## src/rtl/core/mspm_pkg.sv

```systemverilog
// Shared types and constants for the masked scope path matcher.
// No dependencies; compiled before the channel interfaces and the core.
package mspm_pkg;

    localparam int SCOPE_W    = 64;  // width of the scope and mask fields on the ports
    localparam int ATOM_W     = 4;   // width of an atom count
    localparam int SLOT_W     = 5;
    localparam int SEL_LEN_W  = 5;
    localparam int PATH_LEN_W = 6;
    localparam int SCORE_W    = 32;  // UQ16.16 score
    localparam int FRAC_BITS  = 16;

    typedef enum logic [1:0] {
        REQ_LOAD_SEL  = 2'd0,
        REQ_LOAD_PATH = 2'd1,
        REQ_START     = 2'd2,
        REQ_UNUSED    = 2'd3
    } req_type_t;

    typedef enum logic [2:0] {
        ST_IDLE,
        ST_FETCH,
        ST_STEP,
        ST_DRAIN,
        ST_DONE
    } state_t;

endpackage

```

## src/rtl/core/mspm_req_if.sv

```systemverilog
// Request channel of the masked scope path matcher: valid/ready plus the request fields.
// Depends on mspm_pkg for the field widths.
interface mspm_req_if
    import mspm_pkg::*;
();
    logic                  valid;
    logic                  ready;
    logic [1:0]            req_type;
    logic [SLOT_W-1:0]     slot;
    logic [SCOPE_W-1:0]    scope_bits;
    logic [SCOPE_W-1:0]    scope_mask;
    logic [ATOM_W-1:0]     atom_count;
    logic [SEL_LEN_W-1:0]  sel_length;
    logic [PATH_LEN_W-1:0] path_length;
    logic                  anchor_start;
    logic                  anchor_end;

    modport source (
        output valid, req_type, slot, scope_bits, scope_mask, atom_count,
               sel_length, path_length, anchor_start, anchor_end,
        input  ready
    );

    modport sink (
        input  valid, req_type, slot, scope_bits, scope_mask, atom_count,
               sel_length, path_length, anchor_start, anchor_end,
        output ready
    );
endinterface

```

## src/rtl/core/mspm_rsp_if.sv

```systemverilog
// Result channel of the masked scope path matcher: valid/ready plus matched and score.
// Depends on mspm_pkg for the score width.
interface mspm_rsp_if
    import mspm_pkg::*;
();
    logic               valid;
    logic               ready;
    logic               matched;
    logic [SCORE_W-1:0] score;

    modport source (
        output valid, matched, score,
        input  ready
    );

    modport sink (
        input  valid, matched, score,
        output ready
    );
endinterface

```

## src/rtl/core/masked_scope_path_matcher_core.sv

```systemverilog
// Top level of the masked scope path matcher: entry stores, walk sequencer and score unit.
// Depends on mspm_pkg, mspm_req_if and mspm_rsp_if.
//
// Usage: requests arrive on the req channel. A selector load (scope bits, mask, atom
// count) or a path load (scope bits, atom count) writes one entry of its store in the
// cycle of the transfer and gives no result; a load whose slot lies beyond the store is
// dropped, as is the unused request code. A start request walks the path from the front
// and the selector from the back and returns one result (matched, UQ16.16 score) on the
// rsp channel.
// Sequence: a start passes through a fetch state, then the walk steps (at most the path
// length after saturation, each one masked compare against the synchronous stores), then
// a drain state for the score adder and a done state that writes the output register,
// after which the next request is taken; an empty selector or a selector longer than the
// path goes straight to the done state. Each walk step uses the registered read port of
// the stores, with the next selector address chosen from the compare.
// The output register holds a finished result until the receiver takes it; loads are
// still taken meanwhile, and a following start walks and then waits in its last state
// until the output register is free. A stalled receiver therefore never loses a result.
// Reset clears the control state and the output valid; the store contents are undefined
// until loaded.
module masked_scope_path_matcher_core
    import mspm_pkg::*;
#(
    parameter int SEL_MAX     = 16,
    parameter int PATH_MAX    = 32,
    parameter int SCOPE_WIDTH = 64
)(
    input  logic       clk,
    input  logic       rst_n,
    mspm_req_if.sink   req,
    mspm_rsp_if.source rsp
);

    localparam int SW    = $clog2(SEL_MAX + 1);              // selector count
    localparam int PW    = $clog2(PATH_MAX + 1);             // path count
    localparam int SAW   = (SEL_MAX > 1) ? $clog2(SEL_MAX) : 1;
    localparam int PAW   = (PATH_MAX > 1) ? $clog2(PATH_MAX) : 1;
    localparam int POW_W = $clog2(15 * PATH_MAX + 32);       // running power plus headroom

    // Entry stores: synchronous memories, one read port each with a registered output.
    logic [SCOPE_WIDTH-1:0] sel_bits_mem  [SEL_MAX];
    logic [SCOPE_WIDTH-1:0] sel_mask_mem  [SEL_MAX];
    logic [ATOM_W-1:0]      sel_atoms_mem [SEL_MAX];
    logic [SCOPE_WIDTH-1:0] path_bits_mem [PATH_MAX];
    logic [ATOM_W-1:0]      path_atoms_mem[PATH_MAX];

    logic [SCOPE_WIDTH-1:0] sel_rd_bits;
    logic [SCOPE_WIDTH-1:0] sel_rd_mask;
    logic [ATOM_W-1:0]      sel_rd_atoms;
    logic [SCOPE_WIDTH-1:0] path_rd_bits;
    logic [ATOM_W-1:0]      path_rd_atoms;

    state_t state_reg, state_next;

    logic [SW-1:0]      j_reg, j_next;          // selector entries still to match
    logic [PW-1:0]      i_reg, i_next;          // path entries still to visit
    logic [PW-1:0]      p_reg, p_next;          // current path index
    logic [SW-1:0]      sel_len_reg, sel_len_next;
    logic               bol_reg, bol_next;
    logic               eol_reg, eol_next;      // end anchor still pending on first step
    logic               ok_reg, ok_next;        // outcome of the walk
    logic [POW_W-1:0]   power_reg, power_next;
    logic [SCORE_W-1:0] acc_reg, acc_next;

    // Score stage, registered from the compare and used in the cycle after it.
    logic               sc_hit_reg, sc_hit_next;
    logic [POW_W-1:0]   sc_power_reg, sc_power_next;
    logic [ATOM_W-1:0]  sc_atoms_reg, sc_atoms_next;

    logic               rsp_valid_reg, rsp_valid_next;
    logic               rsp_matched_reg, rsp_matched_next;
    logic [SCORE_W-1:0] rsp_score_reg, rsp_score_next;

    logic            in_xfer;
    logic            rd_en;
    logic [SAW-1:0]  sel_raddr;
    logic [PAW-1:0]  path_raddr;
    logic            out_free;

    logic [SW-1:0]   start_sel_len;
    logic [PW-1:0]   start_path_len;
    logic            start_empty;
    logic            start_short;

    logic            hit;
    logic [SW-1:0]   j_step;
    logic [PW-1:0]   i_step;
    logic            eol_fail;
    logic            bol_fail;
    logic            walk_cont;
    logic            step_end;
    logic [POW_W-1:0] power_step;

    logic [POW_W-1:0]   n_plus_frac;
    logic [4:0]         hi_exp;
    logic [4:0]         lo_exp;
    logic [SCORE_W-1:0] term;
    logic [SCORE_W:0]   acc_sum;

    assign in_xfer  = req.valid && req.ready;
    assign out_free = !rsp_valid_reg || rsp.ready;

    // Lengths saturate to the store depths.
    assign start_sel_len  = (32'(req.sel_length) > SEL_MAX) ? SW'(SEL_MAX)
                                                             : SW'(req.sel_length);
    assign start_path_len = (32'(req.path_length) > PATH_MAX) ? PW'(PATH_MAX)
                                                               : PW'(req.path_length);
    assign start_empty = (start_sel_len == '0);
    assign start_short = (32'(start_sel_len) > 32'(start_path_len));

    // One walk step on the entries read in the previous cycle.
    assign hit        = (sel_rd_bits == (path_rd_bits & sel_rd_mask));
    assign j_step     = j_reg - SW'(hit);
    assign i_step     = i_reg - PW'(1);
    assign eol_fail   = eol_reg && (j_step == sel_len_reg);
    assign bol_fail   = bol_reg && (j_step == '0) && (i_step != '0);
    assign walk_cont  = (j_step != '0) && (32'(j_step) <= 32'(i_step));
    assign step_end   = eol_fail || bol_fail || !walk_cont;
    assign power_step = power_reg + POW_W'(path_rd_atoms);

    // Store writes and reads.
    always_ff @(posedge clk)
    begin
        if (in_xfer && (req.req_type == REQ_LOAD_SEL) && (32'(req.slot) < SEL_MAX))
        begin
            sel_bits_mem[SAW'(req.slot)]  <= req.scope_bits[SCOPE_WIDTH-1:0];
            sel_mask_mem[SAW'(req.slot)]  <= req.scope_mask[SCOPE_WIDTH-1:0];
            sel_atoms_mem[SAW'(req.slot)] <= req.atom_count;
        end
        if (in_xfer && (req.req_type == REQ_LOAD_PATH) && (32'(req.slot) < PATH_MAX))
        begin
            path_bits_mem[PAW'(req.slot)]  <= req.scope_bits[SCOPE_WIDTH-1:0];
            path_atoms_mem[PAW'(req.slot)] <= req.atom_count;
        end
        if (rd_en)
        begin
            sel_rd_bits   <= sel_bits_mem[sel_raddr];
            sel_rd_mask   <= sel_mask_mem[sel_raddr];
            sel_rd_atoms  <= sel_atoms_mem[sel_raddr];
            path_rd_bits  <= path_bits_mem[path_raddr];
            path_rd_atoms <= path_atoms_mem[path_raddr];
        end
    end

    // Next state.
    always_comb
    begin
        state_next = state_reg;
        case (state_reg)
            ST_IDLE:
            begin
                if (in_xfer && (req.req_type == REQ_START))
                begin
                    if (start_empty || start_short)
                        state_next = ST_DONE;
                    else
                        state_next = ST_FETCH;
                end
            end
            ST_FETCH: state_next = ST_STEP;
            ST_STEP:
            begin
                if (step_end)
                    state_next = ST_DRAIN;
            end
            ST_DRAIN: state_next = ST_DONE;
            ST_DONE:
            begin
                if (out_free)
                    state_next = ST_IDLE;
            end
            default: state_next = ST_IDLE;
        endcase
    end

    // State outputs: request ready and store read port.
    always_comb
    begin
        req.ready  = 1'b0;
        rd_en      = 1'b0;
        sel_raddr  = SAW'(j_reg - SW'(1));
        path_raddr = PAW'(p_reg);
        case (state_reg)
            ST_IDLE:  req.ready = 1'b1;
            ST_FETCH: rd_en = 1'b1;
            ST_STEP:
            begin
                rd_en      = 1'b1;
                sel_raddr  = SAW'(j_step - SW'(1));
                path_raddr = PAW'(p_reg + PW'(1));
            end
            ST_DRAIN: rd_en = 1'b0;
            ST_DONE:  rd_en = 1'b0;
            default:  rd_en = 1'b0;
        endcase
    end

    // Score term: sum over k < n of 2^(k - power + 16), dropping negative exponents,
    // which is 2^(n + 16 - power) - 2^max(16 - power, 0) when any term survives.
    always_comb
    begin
        n_plus_frac = POW_W'(sc_atoms_reg) + POW_W'(FRAC_BITS);
        hi_exp      = 5'(n_plus_frac - sc_power_reg);
        lo_exp      = (sc_power_reg < POW_W'(FRAC_BITS))
                      ? 5'(POW_W'(FRAC_BITS) - sc_power_reg) : 5'd0;
        term        = '0;
        if (sc_hit_reg && (sc_atoms_reg != '0) && (sc_power_reg < n_plus_frac))
            term = (SCORE_W'(1) << hi_exp) - (SCORE_W'(1) << lo_exp);
        acc_sum = {1'b0, acc_reg} + {1'b0, term};
    end

    // Datapath next values.
    always_comb
    begin
        j_next           = j_reg;
        i_next           = i_reg;
        p_next           = p_reg;
        sel_len_next     = sel_len_reg;
        bol_next         = bol_reg;
        eol_next         = eol_reg;
        ok_next          = ok_reg;
        power_next       = power_reg;
        acc_next         = acc_sum[SCORE_W] ? '1 : acc_sum[SCORE_W-1:0];
        sc_hit_next      = 1'b0;
        sc_power_next    = sc_power_reg;
        sc_atoms_next    = sc_atoms_reg;
        rsp_valid_next   = rsp_valid_reg && !rsp.ready;
        rsp_matched_next = rsp_matched_reg;
        rsp_score_next   = rsp_score_reg;
        case (state_reg)
            ST_IDLE:
            begin
                if (in_xfer && (req.req_type == REQ_START))
                begin
                    j_next       = start_sel_len;
                    i_next       = start_path_len;
                    p_next       = '0;
                    sel_len_next = start_sel_len;
                    bol_next     = req.anchor_start;
                    eol_next     = req.anchor_end;
                    ok_next      = start_empty;
                    power_next   = '0;
                    acc_next     = '0;
                end
            end
            ST_FETCH: ok_next = 1'b0;
            ST_STEP:
            begin
                j_next        = j_step;
                i_next        = i_step;
                p_next        = p_reg + PW'(1);
                eol_next      = 1'b0;
                power_next    = power_step;
                sc_hit_next   = hit;
                sc_power_next = power_step;
                sc_atoms_next = sel_rd_atoms;
                ok_next       = !eol_fail && !bol_fail && (j_step == '0);
            end
            ST_DRAIN: ok_next = ok_reg;
            ST_DONE:
            begin
                if (out_free)
                begin
                    rsp_valid_next   = 1'b1;
                    rsp_matched_next = ok_reg;
                    rsp_score_next   = ok_reg ? acc_reg : '0;
                end
            end
            default: ok_next = 1'b0;
        endcase
    end

    always_ff @(posedge clk or negedge rst_n)
    begin
        if (!rst_n)
        begin
            state_reg     <= ST_IDLE;
            sc_hit_reg    <= 1'b0;
            rsp_valid_reg <= 1'b0;
        end
        else
        begin
            state_reg     <= state_next;
            sc_hit_reg    <= sc_hit_next;
            rsp_valid_reg <= rsp_valid_next;
        end
    end

    always_ff @(posedge clk)
    begin
        j_reg           <= j_next;
        i_reg           <= i_next;
        p_reg           <= p_next;
        sel_len_reg     <= sel_len_next;
        bol_reg         <= bol_next;
        eol_reg         <= eol_next;
        ok_reg          <= ok_next;
        power_reg       <= power_next;
        acc_reg         <= acc_next;
        sc_power_reg    <= sc_power_next;
        sc_atoms_reg    <= sc_atoms_next;
        rsp_matched_reg <= rsp_matched_next;
        rsp_score_reg   <= rsp_score_next;
    end

    assign rsp.valid   = rsp_valid_reg;
    assign rsp.matched = rsp_matched_reg;
    assign rsp.score   = rsp_score_reg;

`ifndef SYNTHESIS
    // While stepping, selectors remain and never outnumber the unvisited path entries.
    a_walk_bounds: assert property (@(posedge clk) disable iff (!rst_n)
        (state_reg == ST_STEP) |-> ((j_reg != '0) && (32'(j_reg) <= 32'(i_reg))))
        else $error("walk counters out of bounds");

    // A start transfer always launches the sequencer.
    a_start_launch: assert property (@(posedge clk) disable iff (!rst_n)
        (in_xfer && (req.req_type == REQ_START)) |=> (state_reg != ST_IDLE))
        else $error("start transfer did not leave idle");

    // A new result appears only from the final state of a walk.
    a_result_source: assert property (@(posedge clk) disable iff (!rst_n)
        $rose(rsp_valid_reg) |-> ($past(state_reg) == ST_DONE))
        else $error("result raised outside the done state");

    // A failed match never carries a score.
    a_fail_zero: assert property (@(posedge clk) disable iff (!rst_n)
        (rsp_valid_reg && !rsp_matched_reg) |-> (rsp_score_reg == '0))
        else $error("unmatched result with non-zero score");
`endif

endmodule

```

## src/flat_wrapper.sv

```systemverilog
// flat-port wrapper written by rule: the top's interface ports become plain ports
module masked_scope_path_matcher_core_flat import mspm_pkg::*;
#(
    parameter int SEL_MAX     = 16,
    parameter int PATH_MAX    = 32,
    parameter int SCOPE_WIDTH = 64
)
  (clk, rst_n, req_valid, req_req_type, req_slot, req_scope_bits, req_scope_mask, req_atom_count, req_sel_length, req_path_length, req_anchor_start, req_anchor_end, req_ready, rsp_valid, rsp_matched, rsp_score, rsp_ready);
  mspm_req_if req_i ();
  mspm_rsp_if rsp_i ();
  input  logic clk;
  input  logic rst_n;
  input wire logic [$bits(req_i.valid)-1:0] req_valid;
  input wire logic [$bits(req_i.req_type)-1:0] req_req_type;
  input wire logic [$bits(req_i.slot)-1:0] req_slot;
  input wire logic [$bits(req_i.scope_bits)-1:0] req_scope_bits;
  input wire logic [$bits(req_i.scope_mask)-1:0] req_scope_mask;
  input wire logic [$bits(req_i.atom_count)-1:0] req_atom_count;
  input wire logic [$bits(req_i.sel_length)-1:0] req_sel_length;
  input wire logic [$bits(req_i.path_length)-1:0] req_path_length;
  input wire logic [$bits(req_i.anchor_start)-1:0] req_anchor_start;
  input wire logic [$bits(req_i.anchor_end)-1:0] req_anchor_end;
  output wire logic [$bits(req_i.ready)-1:0] req_ready;
  output wire logic [$bits(rsp_i.valid)-1:0] rsp_valid;
  output wire logic [$bits(rsp_i.matched)-1:0] rsp_matched;
  output wire logic [$bits(rsp_i.score)-1:0] rsp_score;
  input wire logic [$bits(rsp_i.ready)-1:0] rsp_ready;
  assign req_i.valid = req_valid;
  assign req_i.req_type = req_req_type;
  assign req_i.slot = req_slot;
  assign req_i.scope_bits = req_scope_bits;
  assign req_i.scope_mask = req_scope_mask;
  assign req_i.atom_count = req_atom_count;
  assign req_i.sel_length = req_sel_length;
  assign req_i.path_length = req_path_length;
  assign req_i.anchor_start = req_anchor_start;
  assign req_i.anchor_end = req_anchor_end;
  assign req_ready = req_i.ready;
  assign rsp_valid = rsp_i.valid;
  assign rsp_matched = rsp_i.matched;
  assign rsp_score = rsp_i.score;
  assign rsp_i.ready = rsp_ready;
  masked_scope_path_matcher_core #(.SEL_MAX(SEL_MAX), .PATH_MAX(PATH_MAX), .SCOPE_WIDTH(SCOPE_WIDTH)) u_core (.clk(clk), .rst_n(rst_n), .req(req_i), .rsp(rsp_i));
endmodule
```

## config.mk

```make
export PLATFORM = sky130hd
export DESIGN_NAME = masked_scope_path_matcher_core_flat
export DESIGN_NICKNAME = d
export VERILOG_FILES = /design/src/rtl/core/mspm_pkg.sv /design/src/rtl/core/mspm_req_if.sv /design/src/rtl/core/mspm_rsp_if.sv /design/src/rtl/core/masked_scope_path_matcher_core.sv /design/src/flat_wrapper.sv
export SDC_FILE = /design/constraint.sdc
export NUM_CORES = 2
export LEC_CHECK = 0
export BUFFER_PORTS_ARGS = -buffer_cell sky130_fd_sc_hd__buf_4
export CORE_MARGIN = 10
export CORE_UTILIZATION = 35
export CTS_BUF_LIST = sky130_fd_sc_hd__clkbuf_4 sky130_fd_sc_hd__clkbuf_8 sky130_fd_sc_hd__clkbuf_16
export CTS_CLUSTER_DIAMETER = 200
export DETAILED_ROUTE_END_ITERATION = 10
export GPL_TIMING_DRIVEN = 0
export PLACE_DENSITY_LB_ADDON = 0.1
export SETUP_SLACK_MARGIN = 0.4
export SYNTH_ARGS = -nofsm -noshare
export SYNTH_HDL_FRONTEND = slang
export SYNTH_MEMORY_MAX_BITS = 65536
export SYNTH_SLANG_ARGS = --single-unit
```

## constraint.sdc

```tcl
create_clock -name clk -period 16.3 [get_ports clk]
set_input_delay 1.63 -clock clk [delete_from_list [all_inputs] [get_ports clk]]
set_output_delay 1.63 -clock clk [all_outputs]
set_load 0.01 [all_outputs]
```

==> flow_summary.ini <==
[status]
status = finished, final reports clean

[critical_path]
arrival_ns = 11.62
regToRegSetupSlack_ns = 5.35
crit_buf_inv = 6
r2r_start = u_core.sel_rd_mask[11]
crit_cells = 18
crit_end = u_core.sel_rd_mask[15]
r2r_end = u_core.sel_rd_mask[15]
path_class = reg2reg
end_kind = flop
crit_chain = nand2_1 -> xnor2_1 -> nor4_1 -> nand4_1 -> nor3_1 -> ha_1 -> nor2_1 -> a21oi_1 -> buf_2 -> buf_2 -> buf_2 -> ha_1 -> clkbuf_1 -> clkbuf_1 -> clkbuf_1 -> mux4_2 -> mux2i_1 -> a21oi_1
cp-start-kind = flop
cp_data_required_time_ns = 16.96
worstRegToRegCells = 18
cpMaxStageDelayCell = nor4_1
crit_family = buffers and inverters
cp-startpoint = u_core.sel_rd_mask[11]
crit_fanout = 10
max_stage_delay_ns = 1.14

[floorplanning]
rows = 262
coreArea_mm2 = 0.509
start_util_pct = 35.1
die_area_mm2 = 0.539
die_w_um = 734
io_pins = 191
die_h_um = 734

[drt]
drtIter0Drc = 7864
dr_total_vias = 84900
antenna_left = 0
wl_um = 516000
viasPerCell = 5.30
drc = 0
firstDrtPassIters = 6
wl_per_cell_um = 32.2

[cells_and_area]
drive_above_1_share_pct = 29.4
largest_registers = u_core.path_bits_mem x2048, u_core.sel_bits_mem x1024, u_core.sel_mask_mem x1024
finalNonFillerCells = 16000
largest_register = u_core.path_bits_mem
final_cell_area_mm2 = 0.210
fillers = 44500
areaGrowthSynthToFinish_pct = 17.6
largest_reg_flops = 2048
final_util_pct = 41.3
fin_nets = 9139

[timing]
rsz0062_at_grt = no
fin_crit_sh_pct = 67.2
worstMarginPinSlew_ns = 1.45
setup_tns_ns = 0
drv_slew = 0
slew_headroom_pct = 3.56
clock_skew_ns = 0.0452
post-route-min-period_ns = 10.95
clock.fmax_mhz = 91.3
hold_viol = 0
setup_viol = 0

[synth]
ys_types = 75
ys_seq_area_share_pct = 77.2
yosys.area_share.adder_pct = 0.689
ys_warn_count = 0
synth_edf_count = 4567
synth_top_family_by_area = multiplexers
ys.flop_type = edfxtp_1
avgSynthCellArea_um2 = 22.6
netlist_instances = 7914
synth_xor_area_share_pct = 0.661
synth_compound_area_share_pct = 1.83
synth_seq_cells = 4604
syn_area_mm2 = 0.179
synthSimpleGateAreaFrac_pct = 1.86
muxShareOfSynthArea_pct = 16.6
async_flop_share_pct = 0.109

[power]
p_leak_uw = 0.0668
ir_worst_vdd_v = 0.000267
p_per_area_mw_per_mm2 = 220

[global_route]
grt_first_pass_wirelength_um = 714000
grt_start_max_net_pins = 49
antenna_found_initial = 81
grt_use_total_pct = 18.7
grt_overflow = 0
grt_pass1_vias = 88200

[placed_design]
io_buffers = 190
gp_congestion = 0.756
hpwl_um = 354000
place_area_mm2 = 0.194
dp_cells = 15100

[cts]
cts_buffers = 518
ctsHtreeMaxLevel = 6
cts-root-buf = clkbuf_16
cts-resized-gates = 0
clkLatencyLatePin_ns = 1.04
hold_buffers = 0
clk_pin_slew_ns = 0.06
cts_tree = done
clkSinkCount = 4604
post_cts_buffers = 0
clk_path_buf_depth = 4

[flow_run]
cap_violations = 0

[min_path]
hold_class = in2async
## layout make-up
cell class | count | area, µm² | share of cell area, %
Timing Repair Buffer | 445 | 6290 | 3.00
Clock buffer | 650 | 14300 | 6.83
Buffer | 386 | 1830 | 0.872
Sequential cell | 4604 | 138000 | 65.7
Multi-Input combinational cell | 2887 | 39100 | 18.6
Antenna cell | 27 | 67.6 | 0.0322
Clock inverter | 256 | 1880 | 0.896
Inverter | 45 | 171 | 0.0816
Tap cell | 6732 | 8420 | 4.01
## worst min path at each step
stage,start,end,slack [ns],cells after the start
2_1_floorplan,u_core.sel_rd_atoms[0],u_core.sc_atoms_reg[0],0.40,0
3_3_place_gp,u_core.sel_rd_atoms[0],u_core.sc_atoms_reg[0],0.41,0
3_5_place_dp,u_core.sel_rd_atoms[1],u_core.sc_atoms_reg[1],0.41,0
4_1_cts,rst_n,u_core.rsp.valid,0.31,1
5_1_grt,rst_n,u_core.rsp.valid,0.35,1
6_report,rst_n,u_core.sc_hit_reg,0.41,1
## synth_stat cells (all sizes together), types with 13 or more instances
library cell,instances,area share (%)
nor2,140,0.29
a21oi,218,0.61
buf,186,0.60
nor2b,140,0.49
inv,45,0.096
nor3,22,0.062
edfxtp,4567,77
a21o,31,0.13
dfxtp,32,0.36
o21ai,50,0.14
xor2,79,0.39
nor4,13,0.046
a211oi,125,0.53
clkbuf,200,0.42
mux2i,208,1.2
nand2,165,0.35
ha,92,0.64
and3,17,0.060
o21a,18,0.076
mux2,78,0.49
nand3,32,0.090
xnor2,54,0.27
nand4,21,0.074
nand2b,25,0.088
and2,49,0.17
a31oi,16,0.056
mux4,1186,15
## worst register-to-register path, cell delays in order, from the launching register on
cell and delay [ns]:
edfxtp_1 0.71, nand2_1 0.15, xnor2_1 0.50, nor4_1 1.14
nand4_1 0.81, nor3_1 0.51, ha_1 0.28, nor2_1 0.08
a21oi_1 0.42, buf_2 0.51, buf_2 0.49, buf_2 0.61
ha_1 0.23, clkbuf_1 0.93, clkbuf_1 1.02, clkbuf_1 0.88
mux4_2 0.38, mux2i_1 0.07, a21oi_1 0.86
## cell usage in the layout, fill, tap and decap left out, drive strengths merged, types with 50 or more instances in the layout
master,instances
a211oi,125
a21oi,218
buf,631
clkbuf,850
clkinv,207
edfxtp,4567
ha,92
inv,71
mux2,78
mux2i,208
mux4,1186
nand2,165
nor2,140
nor2b,140
o21ai,50
xnor2,54
xor2,79
## per-stage QoR
stage	setup slack (ns)	total power [µW]	hold slack (ns)
final	5.35	46200	0.411
after global routing	4.98	48300	0.353
after CTS	4.44	47000	0.312
after detailed placement	4.53	35700	0.409
after global placement	-1.59	35500	0.411
after floorplan	6.60	27000	0.400
## power breakdown
group,switching [µW],internal [µW],total [µW]
Clock,4660,6570,11200
Combinational,12300,8290,20600
Sequential,370,13900,14300
## cell families (layout without fill, tap and decap cells)
group	after synthesis	count (layout)
compound gates	519	519
flops	4604	4604
fa+ha+maj	96	96
mux	1472	1472
xor+xnor	133	133
simple gates	658	658
other cells	1	36
buf+inv	431	1782
## layer usage
metal	wire length, µm	GRT usage [%]	vias to the layer above	share of wire, %
met5	134	0	-	0.026
met4	11500	4.04	22	2.2
met3	25100	2.58	629	4.9
met2	255000	31.7	2361	49
met1	224000	25.8	46400	43
li1	-	-	35500	-
Note: power is estimated with default switching activity, not from simulation.
